<file path="config.mk">
export PLATFORM = sky130hd
export DESIGN_NAME = pll_int_frac_register_calc
export DESIGN_NICKNAME = d
export VERILOG_FILES = /design/src/sv/pifrc_pkg.sv /design/src/sv/pifrc_front.sv /design/src/sv/pifrc_back.sv /design/src/sv/pll_int_frac_register_calc.sv
export SDC_FILE = /design/constraint.sdc
export NUM_CORES = 2
export LEC_CHECK = 0
export BUFFER_PORTS_ARGS = -buffer_cell sky130_fd_sc_hd__buf_2
export CORE_ASPECT_RATIO = 1.1
export CORE_UTILIZATION = 55
export CTS_BUF_LIST = sky130_fd_sc_hd__clkbuf_8
export CTS_CLUSTER_DIAMETER = 50
export DETAILED_ROUTE_END_ITERATION = 10
export GPL_TIMING_DRIVEN = 0
export PLACE_DENSITY_LB_ADDON = 0.15
export SYNTH_ARGS = -nofsm -noshare
export SYNTH_HDL_FRONTEND = slang
export SYNTH_SLANG_ARGS = --single-unit
</file>
<file path="constraint.sdc">
create_clock -name clk -period 20.2 [get_ports clk]
set_input_delay 3.03 -clock clk [delete_from_list [all_inputs] [get_ports clk]]
set_output_delay 3.03 -clock clk [all_outputs]
set_load 0.02 [all_outputs]
</file>
<file path="src/sv/pifrc_pkg.sv">
// ----------------------------------------------------------------------------
// pifrc_pkg
// Shared types and constants for the fractional-N register calculator.
// ----------------------------------------------------------------------------
package pifrc_pkg;

  localparam int unsigned CfgIdxW = 3;

  typedef enum logic [CfgIdxW-1:0] {
    REG_OFFSET_KHZ  = 3'd0,
    REG_REF_HZ      = 3'd1,
    REG_R_DIVIDER   = 3'd2,
    REG_REF_DOUBLER = 3'd3,
    REG_REF_HALVE   = 3'd4,
    REG_MODULUS     = 3'd5,
    REG_POWER_LEVEL = 3'd6,
    REG_RF_ENABLE   = 3'd7
  } cfg_idx_t;

  localparam logic OP_INIT = 1'b0;
  localparam logic OP_SET  = 1'b1;

  localparam logic [31:0] R5_WORD = 32'h0058_0005;
  localparam logic [31:0] R3_WORD = 32'h0000_0003;
  localparam logic [47:0] LOW_KHZ  = 48'd4400000;
  localparam logic [47:0] HIGH_KHZ = 48'd8800000;
  localparam logic [15:0] INT_MAX  = 16'hFFFF;

  typedef struct packed {
    logic        op;
    logic [23:0] target_khz;
  } in_item_t;

  typedef struct packed {
    logic [31:0] reg_word;
    logic        last;
  } out_item_t;

  typedef struct packed {
    logic [23:0] offset_khz;
    logic [27:0] ref_hz;
    logic [9:0]  r_divider;
    logic        ref_doubler;
    logic        ref_halve;
    logic [11:0] modulus;
    logic [1:0]  power_level;
    logic        rf_enable;
  } cfg_t;

  // Classified command handed from the front to the back.
  typedef struct packed {
    logic        op;
    logic [23:0] rf_khz;
  } cmd_t;

  typedef enum logic [2:0] {
    ST_IDLE,
    ST_SEL,
    ST_MUL,
    ST_DIV,
    ST_FRAC,
    ST_EMIT
  } back_state_t;

endpackage

</file>
<file path="src/sv/pifrc_front.sv">
// ----------------------------------------------------------------------------
// pifrc_front
// Accepts input items, applies the offset and passes commands to a queue.
// ----------------------------------------------------------------------------
module pifrc_front #(
  parameter int unsigned Depth = 2
) (
  input  logic                clk,
  input  logic                rst,
  input  logic                push,
  output logic                full,
  input  pifrc_pkg::in_item_t in_item,
  input  logic [23:0]         offset_khz,
  input  logic                ref_zero,
  output logic                cmd_valid,
  input  logic                cmd_take,
  output pifrc_pkg::cmd_t     cmd
);
  import pifrc_pkg::*;

  localparam int unsigned AW = (Depth > 1) ? $clog2(Depth) : 1;

  cmd_t            mem [Depth];
  logic [AW-1:0]   wr_ptr;
  logic [AW-1:0]   rd_ptr;
  logic [AW:0]     count;
  logic            acc;
  logic            keep;
  cmd_t            cls;

  assign full = (count == (AW+1)'(Depth));
  assign acc  = push && !full;
  // A set item with no reference produces nothing and is dropped here.
  assign keep = acc && !(in_item.op == OP_SET && ref_zero);

  always_comb begin
    cls.op     = in_item.op;
    cls.rf_khz = (in_item.target_khz > offset_khz) ? in_item.target_khz - offset_khz : '0;
  end

  assign cmd_valid = (count != '0);
  assign cmd       = mem[rd_ptr];

  always_ff @(posedge clk) begin
    if (keep) begin
      mem[wr_ptr] <= cls;
    end
  end

  always_ff @(posedge clk) begin
    if (rst) begin
      wr_ptr <= '0;
      rd_ptr <= '0;
      count  <= '0;
    end else begin
      if (keep) begin
        wr_ptr <= (wr_ptr == AW'(Depth-1)) ? '0 : wr_ptr + 1'b1;
      end
      if (cmd_take && cmd_valid) begin
        rd_ptr <= (rd_ptr == AW'(Depth-1)) ? '0 : rd_ptr + 1'b1;
      end
      count <= count + (AW+1)'(keep) - (AW+1)'(cmd_take && cmd_valid);
    end
  end

  assert property (@(posedge clk) disable iff (rst) count <= (AW+1)'(Depth))
    else $error("queue count overflow");
  assert property (@(posedge clk) disable iff (rst)
    (count == '0) |-> !(cmd_take && cmd_valid))
    else $error("take from empty queue");
  assert property (@(posedge clk) disable iff (rst)
    (keep && !(cmd_take && cmd_valid)) |=> count == $past(count) + 1'b1)
    else $error("queue count missed a push");

endmodule

</file>
<file path="src/sv/pifrc_back.sv">
// ----------------------------------------------------------------------------
// pifrc_back
// Computes divider select, INT and FRAC with a serial divider and emits words.
// ----------------------------------------------------------------------------
module pifrc_back #(
  parameter int unsigned MaxDivSel = 6,
  parameter int unsigned Repeats   = 3
) (
  input  logic                 clk,
  input  logic                 rst,
  input  pifrc_pkg::cfg_t      cfg,
  input  logic                 cmd_valid,
  output logic                 cmd_take,
  input  pifrc_pkg::cmd_t      cmd,
  output logic                 empty,
  input  logic                 pop,
  output pifrc_pkg::out_item_t out_item
);
  import pifrc_pkg::*;

  localparam int unsigned SelW = 3;
  localparam int unsigned CntW = 4;

  back_state_t state, state_next;
  logic        op;
  logic [47:0] val;        // rf << sel
  logic [SelW-1:0] sel;
  logic [2:0]  step;
  logic [47:0] num;
  logic [28:0] den;
  logic [47:0] quo;
  logic [29:0] rem;
  logic [5:0]  bitn;
  logic [41:0] fnum;      // 2*r*mod + den
  logic [29:0] fden;      // 2*den
  logic [12:0] fq;
  logic [CntW-1:0] idx;
  logic        pflag;
  logic        obuf_v;
  out_item_t   obuf;
  logic [31:0] r0_word;
  logic [15:0] int_v;
  logic [11:0] frac_v;
  logic [CntW-1:0] n_words;
  logic [29:0] rsh;
  logic [29:0] rem_next;
  logic        slot;

  assign empty    = !obuf_v;
  assign out_item = obuf;
  assign slot     = !obuf_v || pop;
  assign cmd_take = (state == ST_IDLE) && cmd_valid;
  assign n_words  = (op == OP_INIT) ? CntW'(5) : CntW'(2*Repeats);

  function automatic logic [31:0] r4(input logic [2:0] s, input cfg_t c);
    r4 = {9'd0, s, 14'd0, c.rf_enable, c.power_level, 3'b100};
  endfunction

  always_comb begin
    state_next = state;
    unique case (state)
      ST_IDLE: if (cmd_valid) state_next = (cmd.op == OP_INIT) ? ST_EMIT : ST_SEL;
      ST_SEL:  if (step == 3'd7) state_next = ST_MUL;
      ST_MUL:  if (step == 3'd2) state_next = ST_DIV;
      ST_DIV:  if (bitn == 6'd0) state_next = ST_FRAC;
      ST_FRAC: if (bitn == 6'd0) state_next = ST_EMIT;
      ST_EMIT: if (slot && idx == n_words - 1'b1) state_next = ST_IDLE;
      default: state_next = ST_IDLE;
    endcase
  end

  always_comb begin
    rsh = {rem[28:0], num[47]};
    rem_next = (rsh >= {1'b0, den}) ? rsh - {1'b0, den} : rsh;
    int_v  = 16'd0;
    frac_v = 12'd0;
    if (fq >= {1'b0, cfg.modulus}) begin
      if (quo + 48'd1 > 48'(INT_MAX)) int_v = INT_MAX;
      else int_v = quo[15:0] + 16'd1;
    end else if (quo > 48'(INT_MAX)) begin
      int_v = INT_MAX;
    end else begin
      int_v  = quo[15:0];
      frac_v = fq[11:0];
    end
    r0_word = {1'b0, int_v, frac_v, 3'b000};
  end

  always_ff @(posedge clk) begin
    if (rst) begin
      state  <= ST_IDLE;
      obuf_v <= 1'b0;
      pflag  <= 1'b0;
    end else begin
      state <= state_next;
      if (pop && obuf_v && state != ST_EMIT) obuf_v <= 1'b0;
      unique case (state)
        ST_IDLE: begin
          op   <= cmd.op;
          val  <= 48'(cmd.rf_khz);
          sel  <= '0;
          step <= '0;
          idx  <= '0;
        end
        ST_SEL: begin
          // Doublings first (up to MaxDivSel), then halvings: one per cycle.
          step <= step + 3'd1;
          if (val < LOW_KHZ && 32'(sel) < MaxDivSel) begin
            val <= val << 1;
            sel <= sel + 1'b1;
          end else if (val > HIGH_KHZ && sel != '0) begin
            val <= val >> 1;
            sel <= sel - 1'b1;
          end
        end
        ST_MUL: begin
          step <= step + 3'd1;
          if (step == 3'd0) num <= 48'(val[37:0] * 10'd500);
          else if (step == 3'd1) num <= 48'(num[47:0] * cfg.r_divider);
          else begin
            num  <= cfg.ref_halve ? num << 1 : num;
            den  <= cfg.ref_doubler ? {cfg.ref_hz, 1'b0} : {1'b0, cfg.ref_hz};
            rem  <= '0;
            quo  <= '0;
            bitn <= 6'd47;
          end
        end
        ST_DIV: begin
          // Restoring division, one quotient bit per cycle.
          rem <= rem_next;
          quo <= {quo[46:0], (rsh >= {1'b0, den})};
          num <= num << 1;
          if (bitn == 6'd0) begin
            fnum <= 42'({rem_next[28:0], 1'b0} * cfg.modulus) + 42'(den);
            fden <= {den, 1'b0};
            fq   <= '0;
            bitn <= 6'd12;
          end else begin
            bitn <= bitn - 6'd1;
          end
        end
        ST_FRAC: begin
          // fq = floor(fnum / fden); the result never exceeds the modulus.
          if (42'(fden) << bitn <= fnum) begin
            fnum <= fnum - (42'(fden) << bitn);
            fq   <= fq | 13'(1 << bitn);
          end
          bitn <= bitn - 6'd1;
          if (bitn == 6'd0) begin
            pflag <= (quo >= 48'd75);
          end
        end
        ST_EMIT: begin
          if (slot) begin
            obuf_v <= 1'b1;
            idx    <= idx + 1'b1;
            obuf.last <= (idx == n_words - 1'b1);
            if (op == OP_INIT) begin
              case (idx)
                4'd0: obuf.reg_word <= R5_WORD;
                4'd1: obuf.reg_word <= r4(3'd0, cfg);
                4'd2: obuf.reg_word <= R3_WORD;
                4'd3: obuf.reg_word <= {6'd0, cfg.ref_doubler, cfg.ref_halve,
                                        cfg.r_divider, 14'b00111001000010};
                default: obuf.reg_word <= {4'd0, pflag, 12'd0, cfg.modulus, 3'b001};
              endcase
            end else begin
              obuf.reg_word <= idx[0] ? r0_word : r4(sel, cfg);
            end
          end
        end
        default: ;
      endcase
    end
  end

  assert property (@(posedge clk) disable iff (rst)
    (obuf_v && !pop) |=> $stable(obuf))
    else $error("waiting result changed");
  assert property (@(posedge clk) disable iff (rst)
    cmd_take |-> state == ST_IDLE)
    else $error("command taken while busy");
  assert property (@(posedge clk) disable iff (rst)
    (state == ST_FRAC) |-> rem < 30'(den))
    else $error("remainder not below divisor");

endmodule

</file>
<file path="src/sv/pll_int_frac_register_calc.sv">
// ----------------------------------------------------------------------------
// pll_int_frac_register_calc
// Fractional-N synthesizer register word calculator.
// ----------------------------------------------------------------------------
// Channel | Signals                         | Transaction when
// input   | push, full, in_item             | push && !full
// result  | empty, pop, out_item            | pop && !empty
// config  | cfg_valid, cfg_ready, cfg_index,| cfg_valid && cfg_ready
//         | cfg_data                        |
//
// A set-frequency item goes through taking the command, the divider select,
// the multiplies, the serial quotient and the fraction, then emits 2*REPEATS
// words at one per cycle while the result slot is free. An init item takes
// the command and emits five words, also one per cycle while the slot is free.
// A two-entry command queue lets the front accept while the back is busy.
// Reset is synchronous and clears the queue, the sequencer and the
// prescaler flag, and loads the register defaults. A stalled result holds.
module pll_int_frac_register_calc #(
  parameter int unsigned MAX_DIV_SEL = 6,
  parameter int unsigned REPEATS     = 3
) (
  input  logic                  clk,
  input  logic                  rst,
  input  logic                  push,
  output logic                  full,
  input  pifrc_pkg::in_item_t   in_item,
  output logic                  empty,
  input  logic                  pop,
  output pifrc_pkg::out_item_t  out_item,
  input  logic                  cfg_valid,
  output logic                  cfg_ready,
  input  logic [2:0]            cfg_index,
  input  logic [27:0]           cfg_data
);
  import pifrc_pkg::*;

  cfg_t cfg;
  logic cmd_valid;
  logic cmd_take;
  cmd_t cmd;

  // Registers are always writable.
  assign cfg_ready = 1'b1;

  always_ff @(posedge clk) begin
    if (rst) begin
      cfg.offset_khz  <= '0;
      cfg.ref_hz      <= 28'd25000000;
      cfg.r_divider   <= 10'd1;
      cfg.ref_doubler <= 1'b0;
      cfg.ref_halve   <= 1'b0;
      cfg.modulus     <= 12'd4095;
      cfg.power_level <= 2'd3;
      cfg.rf_enable   <= 1'b1;
    end else if (cfg_valid) begin
      unique case (cfg_idx_t'(cfg_index))
        REG_OFFSET_KHZ:  cfg.offset_khz  <= cfg_data[23:0];
        REG_REF_HZ:      cfg.ref_hz      <= cfg_data;
        REG_R_DIVIDER:   cfg.r_divider   <= cfg_data[9:0];
        REG_REF_DOUBLER: cfg.ref_doubler <= cfg_data[0];
        REG_REF_HALVE:   cfg.ref_halve   <= cfg_data[0];
        REG_MODULUS:     cfg.modulus     <= cfg_data[11:0];
        REG_POWER_LEVEL: cfg.power_level <= cfg_data[1:0];
        REG_RF_ENABLE:   cfg.rf_enable   <= cfg_data[0];
        default: ;
      endcase
    end
  end

  pifrc_front #(.Depth(2)) u_front (
    .clk, .rst, .push, .full, .in_item,
    .offset_khz(cfg.offset_khz),
    .ref_zero(cfg.ref_hz == '0),
    .cmd_valid, .cmd_take, .cmd
  );

  pifrc_back #(.MaxDivSel(MAX_DIV_SEL), .Repeats(REPEATS)) u_back (
    .clk, .rst, .cfg, .cmd_valid, .cmd_take, .cmd, .empty, .pop, .out_item
  );

endmodule

</file>
Word-level counts from Yosys, hierarchy flattened
Memory sizes are Yosys's and may differ from the RTL's. A register that Yosys moved wholly into a read port is not among the register bits. Cells that the tools add are included.

Flip-flop bits (word level): 424. Memory bits (writable): 50. Output and inout bits: 36. Word-level logic and storage cells: 208. Memories kept: 1.

$add $sub $neg: 16. Multipliers: 3. Magnitude comparators: 10. Eq/ne operators: 33. Shifts and indexed selects: 2. Muxes and demuxes: 58. Bitwise gates (word level): 4. Reductions and logical operators: 50.

Memories: u_front.mem (words 2, bits a word 25, read ports 1, clocked after Yosys merged registers in 1, wr ports 1, line pifrc_front.sv:23) `cmd_t mem [Depth];`.

Operator list (count): $mux W48 (7); $pmux W48 S2 (3); $pmux W28 S4 (1); $gt A48 B16 Y1 const B (2); $mux W29 (3); $mux W42 (2); $pmux W42 S2 (1); $pmux W29 S2 (1); $add A48 B1 Y48 const B (1); $ge A48 B7 Y1 const B (1); $gt A48 B24 Y1 const B (1); $lt A48 B23 Y1 const B (1); $mul A48 B10 Y48 (1); $mux W16 (3); $mul A38 B7 Y45 const B (1); $add A42 B29 Y42 (1); $le A42 B42 Y1 (1); $shl A30 B6 Y42 (1); $sub A42 B42 Y42 (1); $mul A29 B12 Y41 (1); $mux W32 (1); $mux W31 (1); $ge A30 B29 Y1 (1); $sub A29 B29 Y29 (1); other kinds (56) (138).

Logic depth before layout (Yosys ltp)
Depth after elaboration: 6. Gate-level depth with buffers: 49. Gate-level depth less buffers: 46.

Hierarchy
From an unflattened synthesis, not the netlist that was laid out.

Cell total of the unflattened synthesis: 6357. Area, all modules: 58812.7 um^2.

Modules (own cells, without submodules): pifrc_back (times used 1, cells each 5657, area each 52087.5 um^2, seq. area each 10159.7 um^2); pifrc_front (times used 1, cells each 338, area each 3529.6 um^2, seq. area each 1601.5 um^2); pll_int_frac_register_calc (times used 1, cells each 362, area each 3195.6 um^2, seq. area each 1581.5 um^2).

Worst setup path before layout
Ideal clock, no wire load.

Kind: register -> register. Start: reg u_back.den[0]. End: reg u_back.fnum[41], data pin. Library setup time: 0.270 ns. Data arrival time: 9.985 ns. Required time: 19.930 ns. Slack: 9.945 ns. Cell stages (with the launch flop): 44. Clock period less this slack: 10.255 ns. Path through: edfxtp_1 > ha_1 > fa_1 > nor2b_1 > o21ai_0 > a211oi_1 > o21ai_0 > a21oi_1 > a211oi_1 > nor2_1 > o21a_1 > buf_2 > clkbuf_1 > nor2_1 > a21oi_1 > clkbuf_1 > nand2_1 > fa_1 > (+8 left out) > a21o_1 > a21o_1 > o31a_1 > o21ai_0 > nand2b_1 > a211oi_1 > nor2_1 > ha_1 > a21o_1 > a21o_1 > a221o_1 > a41o_1 > a41o_1 > a311o_1 > and4b_1 > nand4b_1 > xnor2_1 > a21oi_1.

Longest elaborated chain between the ends: 6.

Ends and longest elaborated chain: from (decl) (line pifrc_back.sv:30) `logic [28:0] den;`; from (signal assigned) (line pifrc_back.sv:122) `den <= cfg.ref_doubler ? {cfg.ref_hz, 1'b0} : {1'b0, cfg.ref_hz};`; $sub A29 B29 Y29 / $ge A30 B29 Y1 (equally long branches) (line pifrc_back.sv:74) `rem_next = (rsh >= {1'b0, den}) ? rsh - {1'b0, den} : rsh;`; $mux W29 (line pifrc_back.sv:74); $mul A29 B12 Y41 (line pifrc_back.sv:134) `fnum <= 42'({rem_next[28:0], 1'b0} * cfg.modulus) + 42'(den);`; $add A42 B29 Y42 * (line pifrc_back.sv:134); $mux W42 * (line pifrc_back.sv:133) `if (bitn == 6'd0) begin`; $pmux W42 S2 * (line pifrc_back.sv:97) `unique case (state)`; to (signal assigned) (line pifrc_back.sv:134); to (signal assigned) (line pifrc_back.sv:145) `fnum <= fnum - (42'(fden) << bitn);`; to (decl) (line pifrc_back.sv:34) `logic [41:0] fnum;`.

Mark *: on every way between the ends. The rest lies on a longest branch, timed or not. The select of a mux whose other input is x is not followed. A chain may end at the register's enable or synchronous reset.

Worst setup path in the final report
Start: reg u_back.den[0]. End: reg u_back.fnum[39], data pin.

The elaborated chain is that of the path after synthesis.

==> out/qor.yml <==
run_status:
  status: "complete, no violations"
sta:
  worst_slew_pin_slew_ns: 1.375
  timing.final.ws_setup_ns: 6.275
  fmax_mhz: 71.81
  hold_viol: 0
  min_period_over_period_pct: 68.93
  rsz0062_at_grt: "no"
  setup_viol: 0
  fin_tns_setup_ns: 0
  slew_viol_final: 0
  fin_skew_ns: 0.05293
  max-slew-margin-rel_pct: 6.916
  fin_crit_ns: 13.92
detailed_routing:
  drtIter0Drc: 4062
  num_vias: 47910
  ant_nets: 0
  avgViaCountPerCell: 5.978
  wire_per_inst_um: 23.69
  first_pass_iters: 8
  drc: 0
  wirelength_um: 189900
logic_synthesis:
  yosysWarnings: 0
  synth_ff_type: "edfxtp_1"
  ys_top_cells_by_area: "fa_1 (25%), edfxtp_1 (20%), ha_1 (9.1%)"
  yosysTopAreaCellShare_pct: 25.20
  synth_top_cell_by_area: "fa_1"
  synthTopCellsByCount: "nand2_1 (898), fa_1 (742), inv_1 (715)"
  synth_cell_types: 95
  async_reset_ff_share_pct: 0
  synth_edf_count: 385
  synth_area_sq_um: 58950
  syn_inst: 6341
  seq_area_frac_synth_pct: 22.63
  syn_area_per_cell_sq_um: 9.297
  ys_seq_elements: 474
  yosysMostFrequentCell: "nand2_1"
clocking:
  cts_hold_buffers: 0
  clockRootBuffer: "clkbuf_8"
  cts_sinks: 474
  clk_transition_reported_paths_ns: 0.06
  worstSkewPairLatency_ns: 0.78
  cts_max_level: 3
  cts_tree: "built"
  clock_path_buffers: 3
  cts_setup_buffers: 0
  post_cts_resize_count: 0
  cts_buffers: 89
floorplan:
  dieArea_sq_um: 108500
  die_h_um: 345.4
  die_w_um: 314.2
  ios: 97
  start_util_pct: 55.68
  row_count: 125
  core_area_sq_um: 105900
final_layout:
  fin_util_pct: 59.87
  nets: 7769
  area_growth_pct: 7.524
  drive_gt1_share_pct: 5.609
  finalInstanceArea_sq_um: 63390
worst_setup_path:
  end_kind: "register"
  worstPathMaxFanout: 10
  path_class: "reg -> reg"
  cpMostUsedCell: "fa_1"
  reg2reg_to: "u_back.fnum[39]"
  timing.rr.start: "u_back.den[0]"
  slowest_stage: "nor4_1"
  rrSetupSlack_ns: 6.28
  critical_path.max_stage_delay_ns: 0.66
  worstPathRequired_ns: 20.68
  startpoint_type: "register"
  rr_worst_depth: 46
  arrival_ns: 14.40
grt:
  grt_pass1_wl_um: 291200
  grt_max_degree: 36
  grt_use_total_pct: 35.55
  antenna_found_initial: 14
  grt_pass1_vias: 48860
  grt_remaining_overflow: 0
hold_path:
  min_to: "cfg[58]"
  holdPathStages: 2
  hp-start: "cfg[58]"
  hp-class: "reg -> reg"
placement:
  dp_slack_ns: 6.411
  numPortBuffers: 93
  gp_congestion: 0.9960
  dpl.hpwl_um: 155200
  dpl_cell_area_sq_um: 61440
job:
  drv_cap: 0
==> stage by stage <==
stage,hold WS (ns),instances
floorplan,0.4356,6342
global placement,0.4432,7832
detailed placement,0.4465,7844
CTS,0.4542,8011
global route,0.4695,8014
finish,0.4541,8015
==> cells in the final DEF (no fill, tap or decap), types with 81 or more instances in the layout <==
| master | Yosys | layout |
|---|---|---|
| nand2_1 | 898 | 898 |
| fa_1 | 742 | 742 |
| inv_1 | 715 | 740 |
| ha_1 | 428 | 428 |
| edfxtp_1 | 385 | 385 |
| a21oi_1 | 371 | 371 |
| and2_1 | 367 | 367 |
| nor2_1 | 309 | 304 |
| clkbuf_1 | 299 | 299 |
| o21ai_0 | 212 | 212 |
| xnor2_1 | 153 | 153 |
| a21o_1 | 107 | 107 |
| buf_2 | 9 | 102 |
| xor2_1 | 100 | 100 |
| clkbuf_8 | 0 | 100 |
| dfxtp_1 | 89 | 89 |
| nand3_1 | 81 | 81 |
==> routing by layer <==
metal | vias up | global-route usage, % | routed length [um]
met5 | - | 0 | 103
met4 | 14 | 22.10 | 13740
met3 | 553 | 5.847 | 13080
met2 | 1831 | 59.31 | 92060
met1 | 23860 | 42.77 | 70910
li1 | 21650 | - | -
==> logic make-up after synthesis <==
group / share of synthesized area, %
other: 0.01274
muxes: 2.967
xor gates and xnor gates: 3.759
DFF: 22.63
adders and majority gates: 34.28
buffers and inverters: 6.732
and+or+nand+nor: 17.08
AOI/OAI and AO/OA: 12.54
==> worst max-delay path, delay by kind of cell (launching register included) <==
family,cells,cell delay [ns]
flops,1,0.56
simple gates,11,2.62
fa+ha+maj,9,4.30
buf+inv,7,1.67
compound gates,16,3.68
mux,1,0.13
xor+xnor,2,0.65
==> sequential cells by signal, summed over array words and instances (netlist names), 2 cells and up, named ones only <==
| signal | cells |
|---|---|
| u_back.rem | 29 |
| u_back.num | 48 |
| u_front.count | 2 |
| u_back.fq | 13 |
| u_back.bitn | 6 |
| u_back.val | 48 |
| u_back.fden | 29 |
| cfg | 79 |
| u_front.mem | 50 |
| u_back.den | 29 |
| u_back.sel | 3 |
| u_back.out_item | 32 |
| u_back.quo | 48 |
| u_back.step | 3 |
| u_back.fnum | 42 |
| u_back.idx | 4 |
| u_back.state | 3 |
==> cell type report <==
type                    count  area [sq um]
multi-input cells        4820         41700
repair buffers            105         680.7
well taps                1397          1748
fillers                  9383         42490
clock buffers             100          1376
flip-flops and latches    474         13340
inverters                 718          2695
diodes                      4         10.01
clock inverters            67         558.0
plain buffers             330          1274
==> how the worst max path moves through the flow <==
stage                             start              end  slack [ns]  depth (start not counted)
after floorplan           u_back.den[0]  u_back.fnum[41]        9.94                         43
after global placement    u_back.den[0]  u_back.fnum[39]        6.57                         46
after detailed placement  u_back.den[0]  u_back.fnum[39]        6.41                         46
after CTS                 u_back.den[0]  u_back.fnum[39]        6.32                         46
after global routing      u_back.den[0]  u_back.fnum[39]        5.63                         46
final                     u_back.den[0]  u_back.fnum[39]        6.28                         46
Power is not shown: default switching activity piles up to over one toggle a cycle in this logic, so the estimate is an artifact.
